## src/rtl/core/tcis_pkg.sv

```systemverilog
// Package of the teaching CPU step core: sizes, codes, opcodes, controller states
// and the command and status structs between controller and datapath. No dependencies.
`default_nettype none

package tcis_pkg;

    localparam int DW        = 8;
    localparam int MEM_DEPTH = 256;
    localparam int MEM_AW    = 8;
    localparam int REG_DEPTH = 16;
    localparam int REG_AW    = 4;

    localparam logic [8:0]    PC_LIMIT    = 9'd254;
    localparam logic [15:0]   HALT_WORD   = 16'hC000;
    localparam logic [MEM_AW-1:0] SCREEN_ADDR = 8'h00;

    localparam logic [3:0] OP_LOAD  = 4'h1;
    localparam logic [3:0] OP_IMM   = 4'h2;
    localparam logic [3:0] OP_STORE = 4'h3;
    localparam logic [3:0] OP_MOVE  = 4'h4;
    localparam logic [3:0] OP_ADD   = 4'h5;
    localparam logic [3:0] OP_FADD  = 4'h6;
    localparam logic [3:0] OP_JEQ   = 4'hB;
    localparam logic [3:0] OP_HALT  = 4'hC;

    typedef enum logic [1:0] {
        CMD_MEM_WR = 2'd0,
        CMD_EXEC   = 2'd1,
        CMD_MEM_RD = 2'd2,
        CMD_REG_RD = 2'd3
    } t_cmd;

    typedef enum logic [1:0] {
        ST_RUN     = 2'd0,
        ST_HALT    = 2'd1,
        ST_PCEND   = 2'd2,
        ST_ILLEGAL = 2'd3
    } t_run_status;

    typedef enum logic [1:0] {
        MRA_PC   = 2'd0,
        MRA_PC1  = 2'd1,
        MRA_LO   = 2'd2,
        MRA_ADDR = 2'd3
    } t_mem_ra;

    typedef enum logic {
        MWS_DATA = 1'b0,
        MWS_REG  = 1'b1
    } t_mem_wsrc;

    typedef enum logic [2:0] {
        RRA_R    = 3'd0,
        RRA_S    = 3'd1,
        RRA_T    = 3'd2,
        RRA_ZERO = 3'd3,
        RRA_ADDR = 3'd4
    } t_reg_ra;

    typedef enum logic [2:0] {
        RWS_MEM  = 3'd0,
        RWS_LO   = 3'd1,
        RWS_MOVE = 3'd2,
        RWS_ADD  = 3'd3,
        RWS_FLT  = 3'd4
    } t_reg_wsrc;

    typedef enum logic [1:0] {
        PCO_HOLD   = 2'd0,
        PCO_NEXT   = 2'd1,
        PCO_BRANCH = 2'd2
    } t_pc_op;

    typedef enum logic [1:0] {
        STO_NONE    = 2'd0,
        STO_HALT    = 2'd1,
        STO_ILLEGAL = 2'd2
    } t_st_op;

    typedef enum logic [4:0] {
        S_IDLE, S_MWR, S_MRD, S_MRDC, S_RRD, S_RRDC,
        S_F1, S_F2, S_F3, S_DEC, S_LDW, S_STW, S_MVW,
        S_AB, S_EX, S_FWB, S_RESP
    } t_state;

    typedef struct packed {
        logic      load_req;
        t_mem_ra   mem_ra;
        logic      mem_we;
        t_mem_wsrc mem_wsrc;
        t_reg_ra   reg_ra;
        logic      reg_we;
        t_reg_wsrc reg_wsrc;
        logic      cap_hi;
        logic      cap_lo;
        logic      cap_a;
        logic      cap_fsum;
        logic      cap_rd_mem;
        logic      cap_rd_reg;
        t_pc_op    pc_op;
        t_st_op    st_op;
    } t_dp_cmd;

    typedef struct packed {
        logic [3:0] op;
        logic       r_zero;
        logic       halt_word;
        logic       running;
    } t_dp_stat;

endpackage

`default_nettype wire

```

## src/rtl/core/tcis_ram.sv

```systemverilog
// Generic single-write, single-read RAM with registered read data.
// No dependencies.
`default_nettype none

module tcis_ram #(
    parameter int WIDTH = 8,
    parameter int DEPTH = 256
) (
    input  logic                     i_clk,
    input  logic                     i_we,
    input  logic [$clog2(DEPTH)-1:0] i_waddr,
    input  logic [WIDTH-1:0]         i_wdata,
    input  logic [$clog2(DEPTH)-1:0] i_raddr,
    output logic [WIDTH-1:0]         o_rdata
);

    logic [WIDTH-1:0] r_mem [DEPTH];
    logic [WIDTH-1:0] r_rdata;

    always_ff @(posedge i_clk) begin
        if (i_we) begin
            r_mem[i_waddr] <= i_wdata;
        end
        r_rdata <= r_mem[i_raddr];
    end

    assign o_rdata = r_rdata;

endmodule

`default_nettype wire

```

## src/rtl/core/tcis_dpath.sv

```systemverilog
// Datapath of the teaching CPU step core: main store, register file, PC,
// run status, float adder. Depends on tcis_pkg and tcis_ram.
`default_nettype none

module tcis_dpath (
    input  logic                  i_clk,
    input  logic                  i_rst_n,
    input  logic [7:0]            i_addr,
    input  logic [7:0]            i_data,
    input  tcis_pkg::t_dp_cmd     i_cmd,
    output tcis_pkg::t_dp_stat    o_stat,
    output logic [7:0]            o_read_data,
    output logic [7:0]            o_prog_counter,
    output logic [1:0]            o_status,
    output logic [7:0]            o_screen
);
    import tcis_pkg::*;

    function automatic logic signed [12:0] flt_decode(input logic [DW-1:0] b);
        logic [11:0] mag;
        mag = 12'(b[3:0]) << b[6:4];
        flt_decode = b[7] ? -$signed({1'b0, mag}) : $signed({1'b0, mag});
    endfunction

    function automatic logic [DW-1:0] flt_encode(input logic signed [12:0] v);
        logic [11:0] mag;
        logic [3:0]  p;
        logic [3:0]  e;
        logic [11:0] sh;
        mag = v[12] ? 12'(-v) : v[11:0];
        p   = 4'd0;
        e   = 4'd0;
        sh  = 12'd0;
        for (int i = 0; i < 12; i++) begin
            if (mag[i]) begin
                p = 4'(i);
            end
        end
        if (mag == 12'd0) begin
            flt_encode = 8'h00;
        end else if (p > 4'd10) begin
            flt_encode = {v[12], 7'h7F};
        end else if (p < 4'd3) begin
            flt_encode = 8'h00;
        end else begin
            e          = p - 4'd3;
            sh         = mag >> e;
            flt_encode = {v[12], e[2:0], sh[3:0]};
        end
    endfunction

    logic [7:0]            r_addr;
    logic [7:0]            r_data;
    logic [7:0]            r_hi;
    logic [7:0]            r_lo;
    logic [7:0]            r_a;
    logic signed [12:0]    r_fsum;
    logic [7:0]            r_read_data;
    logic [7:0]            r_pc;
    t_run_status           r_status;
    logic [7:0]            r_screen;
    logic [MEM_DEPTH-1:0]  r_mem_vld;
    logic [REG_DEPTH-1:0]  r_reg_vld;
    logic                  r_mem_rvld;
    logic                  r_reg_rvld;

    logic [MEM_AW-1:0]     mem_raddr;
    logic [MEM_AW-1:0]     mem_waddr;
    logic [DW-1:0]         mem_wdata;
    logic [DW-1:0]         mem_q;
    logic [DW-1:0]         mem_qv;
    logic [REG_AW-1:0]     reg_raddr;
    logic [REG_AW-1:0]     reg_waddr;
    logic [DW-1:0]         reg_wdata;
    logic [DW-1:0]         reg_q;
    logic [DW-1:0]         reg_qv;
    logic [8:0]            pc_seq;
    logic [8:0]            pc_new;

    assign mem_qv = r_mem_rvld ? mem_q : '0;
    assign reg_qv = r_reg_rvld ? reg_q : '0;

    always_comb begin
        unique case (i_cmd.mem_ra)
            MRA_PC:   mem_raddr = r_pc;
            MRA_PC1:  mem_raddr = r_pc + 8'd1;
            MRA_LO:   mem_raddr = r_lo;
            MRA_ADDR: mem_raddr = r_addr;
            default:  mem_raddr = r_addr;
        endcase
        if (i_cmd.mem_wsrc == MWS_REG) begin
            mem_waddr = r_lo;
            mem_wdata = reg_qv;
        end else begin
            mem_waddr = r_addr;
            mem_wdata = r_data;
        end
        unique case (i_cmd.reg_ra)
            RRA_R:    reg_raddr = r_hi[3:0];
            RRA_S:    reg_raddr = r_lo[7:4];
            RRA_T:    reg_raddr = r_lo[3:0];
            RRA_ZERO: reg_raddr = '0;
            RRA_ADDR: reg_raddr = r_addr[REG_AW-1:0];
            default:  reg_raddr = '0;
        endcase
        reg_waddr = (i_cmd.reg_wsrc == RWS_MOVE) ? r_lo[3:0] : r_hi[3:0];
        unique case (i_cmd.reg_wsrc)
            RWS_MEM:  reg_wdata = mem_qv;
            RWS_LO:   reg_wdata = r_lo;
            RWS_MOVE: reg_wdata = reg_qv;
            RWS_ADD:  reg_wdata = r_a + reg_qv;
            RWS_FLT:  reg_wdata = flt_encode(r_fsum);
            default:  reg_wdata = r_lo;
        endcase
        pc_seq = {1'b0, r_pc} + 9'd2;
        unique case (i_cmd.pc_op)
            PCO_NEXT:   pc_new = pc_seq;
            PCO_BRANCH: pc_new = (r_a == reg_qv) ? {1'b0, r_lo} : pc_seq;
            default:    pc_new = {1'b0, r_pc};
        endcase
    end

    tcis_ram #(.WIDTH(DW), .DEPTH(MEM_DEPTH)) u_main_store (
        .i_clk   (i_clk),
        .i_we    (i_cmd.mem_we),
        .i_waddr (mem_waddr),
        .i_wdata (mem_wdata),
        .i_raddr (mem_raddr),
        .o_rdata (mem_q)
    );

    tcis_ram #(.WIDTH(DW), .DEPTH(REG_DEPTH)) u_reg_file (
        .i_clk   (i_clk),
        .i_we    (i_cmd.reg_we),
        .i_waddr (reg_waddr),
        .i_wdata (reg_wdata),
        .i_raddr (reg_raddr),
        .o_rdata (reg_q)
    );

    always_ff @(posedge i_clk) begin
        if (i_cmd.load_req) begin
            r_addr <= i_addr;
            r_data <= i_data;
        end
        if (i_cmd.cap_hi) begin
            r_hi <= mem_qv;
        end
        if (i_cmd.cap_lo) begin
            r_lo <= mem_qv;
        end
        if (i_cmd.cap_a) begin
            r_a <= reg_qv;
        end
        if (i_cmd.cap_fsum) begin
            r_fsum <= flt_decode(r_a) + flt_decode(reg_qv);
        end
        priority if (i_cmd.load_req) begin
            r_read_data <= '0;
        end else if (i_cmd.cap_rd_mem) begin
            r_read_data <= mem_qv;
        end else if (i_cmd.cap_rd_reg) begin
            r_read_data <= reg_qv;
        end else begin
            r_read_data <= r_read_data;
        end
    end

    always_ff @(posedge i_clk) begin
        if (!i_rst_n) begin
            r_pc       <= '0;
            r_status   <= ST_RUN;
            r_screen   <= '0;
            r_mem_vld  <= '0;
            r_reg_vld  <= '0;
            r_mem_rvld <= 1'b0;
            r_reg_rvld <= 1'b0;
        end else begin
            r_mem_rvld <= r_mem_vld[mem_raddr];
            r_reg_rvld <= r_reg_vld[reg_raddr];
            if (i_cmd.mem_we) begin
                r_mem_vld[mem_waddr] <= 1'b1;
                if (mem_waddr == SCREEN_ADDR) begin
                    r_screen <= mem_wdata;
                end
            end
            if (i_cmd.reg_we) begin
                r_reg_vld[reg_waddr] <= 1'b1;
            end
            if (i_cmd.pc_op != PCO_HOLD) begin
                r_pc <= pc_new[7:0];
                if (pc_new > PC_LIMIT) begin
                    r_status <= ST_PCEND;
                end
            end
            unique case (i_cmd.st_op)
                STO_HALT:    r_status <= ST_HALT;
                STO_ILLEGAL: r_status <= ST_ILLEGAL;
                default:     ;
            endcase
        end
    end

    assign o_stat.op        = r_hi[7:4];
    assign o_stat.r_zero    = (r_hi[3:0] == 4'd0);
    assign o_stat.halt_word = ({r_hi, r_lo} == HALT_WORD);
    assign o_stat.running   = (r_status == ST_RUN);

    assign o_read_data    = r_read_data;
    assign o_prog_counter = r_pc;
    assign o_status       = r_status;
    assign o_screen       = r_screen;

endmodule

`default_nettype wire

```

## src/rtl/core/tcis_ctrl.sv

```systemverilog
// Controller of the teaching CPU step core: request intake, fetch, decode
// and per-opcode sequencing. Depends on tcis_pkg.
`default_nettype none

module tcis_ctrl (
    input  logic                 i_clk,
    input  logic                 i_rst_n,
    input  logic                 i_start,
    input  logic [1:0]           i_cmd,
    input  tcis_pkg::t_dp_stat   i_stat,
    output logic                 o_busy,
    output logic                 o_done,
    output tcis_pkg::t_dp_cmd    o_cmd
);
    import tcis_pkg::*;

    t_state  r_state;
    t_state  n_state;
    t_dp_cmd cmd;

    always_ff @(posedge i_clk) begin
        if (!i_rst_n) begin
            r_state <= S_IDLE;
        end else begin
            r_state <= n_state;
        end
    end

    always_comb begin
        n_state = r_state;
        cmd     = '0;
        unique case (r_state)
            S_IDLE: begin
                if (i_start) begin
                    cmd.load_req = 1'b1;
                    unique case (t_cmd'(i_cmd))
                        CMD_MEM_WR: n_state = S_MWR;
                        CMD_MEM_RD: n_state = S_MRD;
                        CMD_REG_RD: n_state = S_RRD;
                        CMD_EXEC:   n_state = i_stat.running ? S_F1 : S_RESP;
                        default:    n_state = S_RESP;
                    endcase
                end
            end
            S_MWR: begin
                cmd.mem_we   = 1'b1;
                cmd.mem_wsrc = MWS_DATA;
                n_state      = S_RESP;
            end
            S_MRD: begin
                cmd.mem_ra = MRA_ADDR;
                n_state    = S_MRDC;
            end
            S_MRDC: begin
                cmd.cap_rd_mem = 1'b1;
                n_state        = S_RESP;
            end
            S_RRD: begin
                cmd.reg_ra = RRA_ADDR;
                n_state    = S_RRDC;
            end
            S_RRDC: begin
                cmd.cap_rd_reg = 1'b1;
                n_state        = S_RESP;
            end
            S_F1: begin
                cmd.mem_ra = MRA_PC;
                n_state    = S_F2;
            end
            S_F2: begin
                cmd.cap_hi = 1'b1;
                cmd.mem_ra = MRA_PC1;
                n_state    = S_F3;
            end
            S_F3: begin
                cmd.cap_lo = 1'b1;
                n_state    = S_DEC;
            end
            S_DEC: begin
                n_state = S_RESP;
                unique case (i_stat.op)
                    OP_LOAD: begin
                        cmd.mem_ra = MRA_LO;
                        n_state    = S_LDW;
                    end
                    OP_IMM: begin
                        cmd.reg_we   = 1'b1;
                        cmd.reg_wsrc = RWS_LO;
                        cmd.pc_op    = PCO_NEXT;
                    end
                    OP_STORE: begin
                        cmd.reg_ra = RRA_R;
                        n_state    = S_STW;
                    end
                    OP_MOVE: begin
                        if (i_stat.r_zero) begin
                            cmd.reg_ra = RRA_S;
                            n_state    = S_MVW;
                        end else begin
                            cmd.st_op = STO_ILLEGAL;
                        end
                    end
                    OP_ADD, OP_FADD: begin
                        cmd.reg_ra = RRA_S;
                        n_state    = S_AB;
                    end
                    OP_JEQ: begin
                        cmd.reg_ra = RRA_R;
                        n_state    = S_AB;
                    end
                    OP_HALT: begin
                        cmd.st_op = i_stat.halt_word ? STO_HALT : STO_ILLEGAL;
                    end
                    default: begin
                        cmd.st_op = STO_ILLEGAL;
                    end
                endcase
            end
            S_LDW: begin
                cmd.reg_we   = 1'b1;
                cmd.reg_wsrc = RWS_MEM;
                cmd.pc_op    = PCO_NEXT;
                n_state      = S_RESP;
            end
            S_STW: begin
                cmd.mem_we   = 1'b1;
                cmd.mem_wsrc = MWS_REG;
                cmd.pc_op    = PCO_NEXT;
                n_state      = S_RESP;
            end
            S_MVW: begin
                cmd.reg_we   = 1'b1;
                cmd.reg_wsrc = RWS_MOVE;
                cmd.pc_op    = PCO_NEXT;
                n_state      = S_RESP;
            end
            S_AB: begin
                cmd.cap_a  = 1'b1;
                cmd.reg_ra = (i_stat.op == OP_JEQ) ? RRA_ZERO : RRA_T;
                n_state    = S_EX;
            end
            S_EX: begin
                n_state = S_RESP;
                unique case (i_stat.op)
                    OP_ADD: begin
                        cmd.reg_we   = 1'b1;
                        cmd.reg_wsrc = RWS_ADD;
                        cmd.pc_op    = PCO_NEXT;
                    end
                    OP_FADD: begin
                        cmd.cap_fsum = 1'b1;
                        n_state      = S_FWB;
                    end
                    OP_JEQ: begin
                        cmd.pc_op = PCO_BRANCH;
                    end
                    default: ;
                endcase
            end
            S_FWB: begin
                cmd.reg_we   = 1'b1;
                cmd.reg_wsrc = RWS_FLT;
                cmd.pc_op    = PCO_NEXT;
                n_state      = S_RESP;
            end
            S_RESP: begin
                n_state = S_IDLE;
            end
            default: begin
                n_state = S_IDLE;
            end
        endcase
    end

    assign o_cmd  = cmd;
    assign o_busy = (r_state != S_IDLE);
    assign o_done = (r_state == S_RESP);

endmodule

`default_nettype wire

```

## src/rtl/core/teaching_cpu_instruction_step_core.sv

```systemverilog
// Top level of the teaching CPU step core: controller plus datapath.
// Depends on tcis_pkg, tcis_ctrl, tcis_dpath (and through it tcis_ram).
//
// One request is taken when start is high and busy is low; its single result
// appears on the o_ ports for exactly one cycle with o_done high, and the
// receiver cannot stall it, so sample it in that cycle. Busy stays high from
// the cycle after acceptance through the o_done cycle, so a new request can
// be taken the cycle after o_done. Before S_RESP: memory write S_MWR; memory
// read S_MRD, S_MRDC; register read S_RRD, S_RRDC; halted execute none;
// execute S_F1..S_F3, S_DEC, then S_LDW, S_STW or S_MVW (load, store, move),
// S_AB, S_EX (add, jump; float add adds S_FWB) or none (immediate). The
// store's single read port fetches the two instruction bytes in consecutive
// cycles, the register file's one operand per cycle. Storage is ready right
// after reset: reset clears per-entry valid bits, with no clearing pass.
`default_nettype none

module teaching_cpu_instruction_step_core (
    input  logic       i_clk,
    input  logic       i_rst_n,
    input  logic       start,
    output logic       busy,
    input  logic [1:0] i_cmd,
    input  logic [7:0] i_addr,
    input  logic [7:0] i_data,
    output logic       o_done,
    output logic [7:0] o_read_data,
    output logic [7:0] o_prog_counter,
    output logic [1:0] o_status,
    output logic [7:0] o_screen
);
    import tcis_pkg::*;

    t_dp_cmd  dp_cmd;
    t_dp_stat dp_stat;

    tcis_ctrl u_ctrl (
        .i_clk   (i_clk),
        .i_rst_n (i_rst_n),
        .i_start (start),
        .i_cmd   (i_cmd),
        .i_stat  (dp_stat),
        .o_busy  (busy),
        .o_done  (o_done),
        .o_cmd   (dp_cmd)
    );

    tcis_dpath u_dpath (
        .i_clk          (i_clk),
        .i_rst_n        (i_rst_n),
        .i_addr         (i_addr),
        .i_data         (i_data),
        .i_cmd          (dp_cmd),
        .o_stat         (dp_stat),
        .o_read_data    (o_read_data),
        .o_prog_counter (o_prog_counter),
        .o_status       (o_status),
        .o_screen       (o_screen)
    );

endmodule

`default_nettype wire

```

## config.mk

```make
export PLATFORM = sky130hd
export DESIGN_NAME = teaching_cpu_instruction_step_core
export DESIGN_NICKNAME = d
export VERILOG_FILES = /design/src/rtl/core/tcis_pkg.sv /design/src/rtl/core/tcis_ram.sv /design/src/rtl/core/tcis_dpath.sv /design/src/rtl/core/tcis_ctrl.sv /design/src/rtl/core/teaching_cpu_instruction_step_core.sv
export SDC_FILE = /design/constraint.sdc
export NUM_CORES = 2
export LEC_CHECK = 0
export ABC_AREA = 1
export ABC_CLOCK_PERIOD_IN_PS = 29300
export BUFFER_PORTS_ARGS = -buffer_cell sky130_fd_sc_hd__buf_2
export CAP_MARGIN = 15
export CORE_ASPECT_RATIO = 1.25
export CORE_MARGIN = 8
export CORE_UTILIZATION = 39
export DETAILED_ROUTE_END_ITERATION = 6
export GPL_TIMING_DRIVEN = 0
export PLACE_DENSITY = 0.63
export RECOVER_POWER = 50
export SETUP_SLACK_MARGIN = 0.1
export SYNTH_ARGS = -nofsm -noshare
export SYNTH_HDL_FRONTEND = slang
export SYNTH_SLANG_ARGS = --single-unit
export TNS_END_PERCENT = 10
```

## constraint.sdc

```tcl
create_clock -name i_clk -period 29.3 [get_ports i_clk]
set_input_delay 4.395 -clock i_clk [delete_from_list [all_inputs] [get_ports i_clk]]
set_output_delay 4.395 -clock i_clk [all_outputs]
set_load 0.02 [all_outputs]
```

==> run metrics <==
half-perimeter wire length after placement 286,000 um; routed length on met1 144,000 um; Max Clk Rate 98.7 MHz; share of flip-flops with an asynchronous set or reset after synthesis 0; Inserted Clock Buffers 246; cell area after synthesis 107,000 um^2; core region area 274,000 um^2; number of instances in the synthesized netlist 9,929; routed len/inst 27.8 um; Max Transition Viols Final 1,600; # Post-CTS Setup Buffers 0; Resized Gates After CTS 0; number of DRC markers in iteration 0 11,200; synthesis-to-layout area growth 12.7%; first-pass GRT wire length 547,000 um; count of nets after finishing 10,400; Setup crit end kind flop; Pre-Repair DR Iteration Count 7; routed wire length on met2 177,000 um; power per cell area 106 nW/um^2; fraction of the yosys area taken by sequential cells 0.683; area of the multi-input gates 28,700 um^2; clock insertion delay at the later pin of the skew report 0.94 ns; Final Hold Slack 0.460 ns; number of antenna violations at the first check in global routing 7; # clock sinks 2,550; met3 wire length 40,000 um; highest-count cells in the layout ignoring fill and taps 2,229 x sky130_fd_sc_hd__edfxtp_1, 2,094 x sky130_fd_sc_hd__nand2_1, 1,454 x sky130_fd_sc_hd__nand3_1, 1,289 x sky130_fd_sc_hd__nor2_1, 618 x sky130_fd_sc_hd__inv_1; total wire length 392,000 um; RSZ-0062 raised after global routing false; GRT Overall Usage 0.257; critical path peak fanout 32; number of placed cells counting well taps 13,700; number of buffers inserted for hold repair after clock tree synthesis 0; number of synthesized register bits 2,550; die area 293,000 um^2; Max H-tree Level 4; Die Span X 485 um; leftover overflow at the end of global routing 0; Root Driver sky130_fd_sc_hd__clkbuf_16; number of enable-type register cells in the synthesized netlist 2,229; antenna viol nets, final 0; Chip Height 603 um; number of ports placed on the die boundary 49; required arrival time at the worst endpoint 29.84 ns; Final Non-Filler Cells 14,100; type of the setup path with the least slack reg2reg; gpl congestion 1.04; sequential cell area in the final layout 73,400 um^2; vias after detailed routing 80,200; final setup fails 0; Critical Path Source Type flop; Worst-Margin Slew 3.82 ns; mean post-synth cell area 10.8 um^2; count of cell types in the netlist 49; Yosys Warn Count 0; failing checks design-rule violations, max-capacitance violations, max-slew violations; total design power 12.8 mW; outcome finished, violations left; number of global-route vias before repair 75,700; topmost layer with routed signal wires met5; final-layout fill cell count 25,100; maximum clock insertion buffer count 4; Hold Fails Final Rpt 0; ratio of routed vias to standard cells 5.68; maximum ir drop on the vdd rail 0.0000806 V; most frequent standard cell in the layout excluding fill and tap cells sky130_fd_sc_hd__edfxtp_1; primary flip-flop cell chosen by synthesis mapping sky130_fd_sc_hd__edfxtp_1; Arr. time, crit path 10.67 ns; Row Count 215; max capacitance violation total 55; share of layout cells above drive strength 1 0.0846; Static Leakage 43.4 nW; Period Utilization, post-route 0.346; clock-pin slew reported for the worst setup and hold paths after clock tree synthesis 0.07 ns; clock tree from TritonCTS done; Max-Slew Margin vs Limit -1.57; worst setup skew after layout 0.0765 ns; effective utilization at floorplan 0.392; number of nets in the synthesized netlist 9,982; pin count of the biggest net entering global routing 37; Final Core Density 0.442; final critical path time including I/O delays and setup 10.14 ns; PortBufs 48; Worst Hold Class reg2reg; detailed-route DRC error count 1
==> where the power goes <==
part	total [mW]	switching (mW)	leakage, nW	internal [mW]
registers	4.29	0.0206	22.7	4.27
logic	5.17	4.03	16.7	1.14
clock network	3.31	1.42	4.04	1.89
total	12.8	5.47	43.4	7.31
==> cells in the mapped netlist, types with 5 or more instances <==
cell type                      n  share of area
sky130_fd_sc_hd__a211oi_1      9        0.00063
sky130_fd_sc_hd__a21oi_1      41         0.0019
sky130_fd_sc_hd__a22oi_1      10        0.00070
sky130_fd_sc_hd__a31oi_1      14        0.00082
sky130_fd_sc_hd__buf_1        26        0.00091
sky130_fd_sc_hd__buf_2       338          0.016
sky130_fd_sc_hd__buf_4        45         0.0031
sky130_fd_sc_hd__clkbuf_1    201         0.0070
sky130_fd_sc_hd__clkinv_1      7        0.00024
sky130_fd_sc_hd__dfxtp_1     321          0.060
sky130_fd_sc_hd__edfxtp_1   2229           0.62
sky130_fd_sc_hd__ha_1         30         0.0035
sky130_fd_sc_hd__inv_1       616          0.022
sky130_fd_sc_hd__inv_2        15        0.00052
sky130_fd_sc_hd__nand2_1    2093          0.073
sky130_fd_sc_hd__nand3_1    1454          0.068
sky130_fd_sc_hd__nand3b_1     63         0.0044
sky130_fd_sc_hd__nand4_1      15        0.00087
sky130_fd_sc_hd__nor2_1     1286          0.045
sky130_fd_sc_hd__nor2_2        5        0.00029
sky130_fd_sc_hd__nor3_1       25         0.0012
sky130_fd_sc_hd__nor4_1       11        0.00064
sky130_fd_sc_hd__o2111ai_1     5        0.00041
sky130_fd_sc_hd__o211ai_1    580          0.041
sky130_fd_sc_hd__o21ai_0     347          0.016
sky130_fd_sc_hd__o21ai_1      31         0.0014
sky130_fd_sc_hd__o22ai_1       7        0.00041
sky130_fd_sc_hd__o31ai_1       5        0.00035
sky130_fd_sc_hd__or2_2        31         0.0018
sky130_fd_sc_hd__xnor2_1       9        0.00073
sky130_fd_sc_hd__xor2_1       24         0.0020
==> sequential cells by signal (all words and copies together) (netlist names), 8 cells and up <==
signal / cells
u_dpath.r_reg_vld: 16
u_dpath.u_main_store.r_mem: 2048
u_dpath.o_prog_counter: 8
u_dpath.u_reg_file.r_mem: 128
u_dpath.o_read_data: 8
u_dpath.o_screen: 8
u_dpath.r_data: 8
u_dpath.r_a: 8
u_dpath.r_addr: 8
u_dpath.r_lo: 8
u_dpath.r_hi: 8
u_dpath.r_mem_vld: 256
u_dpath.r_fsum: 13
u_dpath.u_reg_file.o_rdata: 8
u_dpath.u_main_store.o_rdata: 8
==> critical path, stage by stage, from the launching register on <==
cell and delay (ns):
sky130_fd_sc_hd__dfxtp_1 0.44, sky130_fd_sc_hd__nand2_1 0.17, sky130_fd_sc_hd__nor2_1 0.45, sky130_fd_sc_hd__clkbuf_1 0.51, sky130_fd_sc_hd__inv_1 0.24, sky130_fd_sc_hd__o21ai_0 2.10, sky130_fd_sc_hd__clkbuf_1 1.45, sky130_fd_sc_hd__clkbuf_1 1.27
sky130_fd_sc_hd__clkbuf_1 1.27, sky130_fd_sc_hd__clkbuf_1 0.87, sky130_fd_sc_hd__clkbuf_1 0.89
==> path summary, 6_finish.rpt <==
| path | from | endpoint | slack (ns) | cells past startpoint |
|---|---|---|---|---|
| min | u_dpath.o_screen[0] | u_dpath.o_screen[0] | 0.46 | 2 |
| max reg2reg | u_ctrl.r_state[3] | u_dpath.u_main_store.r_mem[41][1] | 19.16 | 10 |
| max | u_ctrl.r_state[3] | u_dpath.u_main_store.r_mem[41][1] | 19.16 | 10 |
| min reg2reg | u_dpath.o_screen[0] | u_dpath.o_screen[0] | 0.46 | 2 |
==> area by class of cell <==
type,instances,area share
Sequential cell,2550,0.606
Multi-Input combinational cell,6127,0.237
Clock buffer,318,0.0550
Tap cell,3580,0.0370
Buffer,614,0.0241
Inverter,638,0.0198
Clock inverter,135,0.0131
Timing Repair Buffer,155,0.00764
Antenna cell,9,0.000186
==> layer usage <==
| metal | track usage | vias to the layer above |
|---|---|---|
| li1 | - | 35400 |
| met1 | 0.316 | 38900 |
| met2 | 0.408 | 4769 |
| met3 | 0.0589 | 1123 |
| met4 | 0.165 | 6 |
| met5 | 0 | - |
==> per-stage QoR <==
| stage | setup TNS (ns) | area, um^2 | worst slack (ns) |
|---|---|---|---|
| detailed placement | 0 | 114000 | 22.54 |
| CTS | 0 | 122000 | 22.63 |
| floorplan | 0 | 107000 | 15.78 |
| global placement | -5103.47 | 112000 | -3.43 |
| finish | 0 | 121000 | 19.16 |
| global route | 0 | 121000 | 18.64 |
==> cells by family (layout without fill, tap and decap cells) <==
group	Yosys count	count (layout)	share of synthesized area
AND/OR/NAND/NOR	4997	4997	0.196
flip-flops	2550	2550	0.683
buffers and inverters	1252	1860	0.0495
AO/OA/AOI/OAI	1065	1065	0.0647
XOR/XNOR	33	33	0.00269
adder cells (fa/ha/maj)	32	32	0.00387
other	0	9	0
Note: power is estimated with default switching activity, not from simulation.
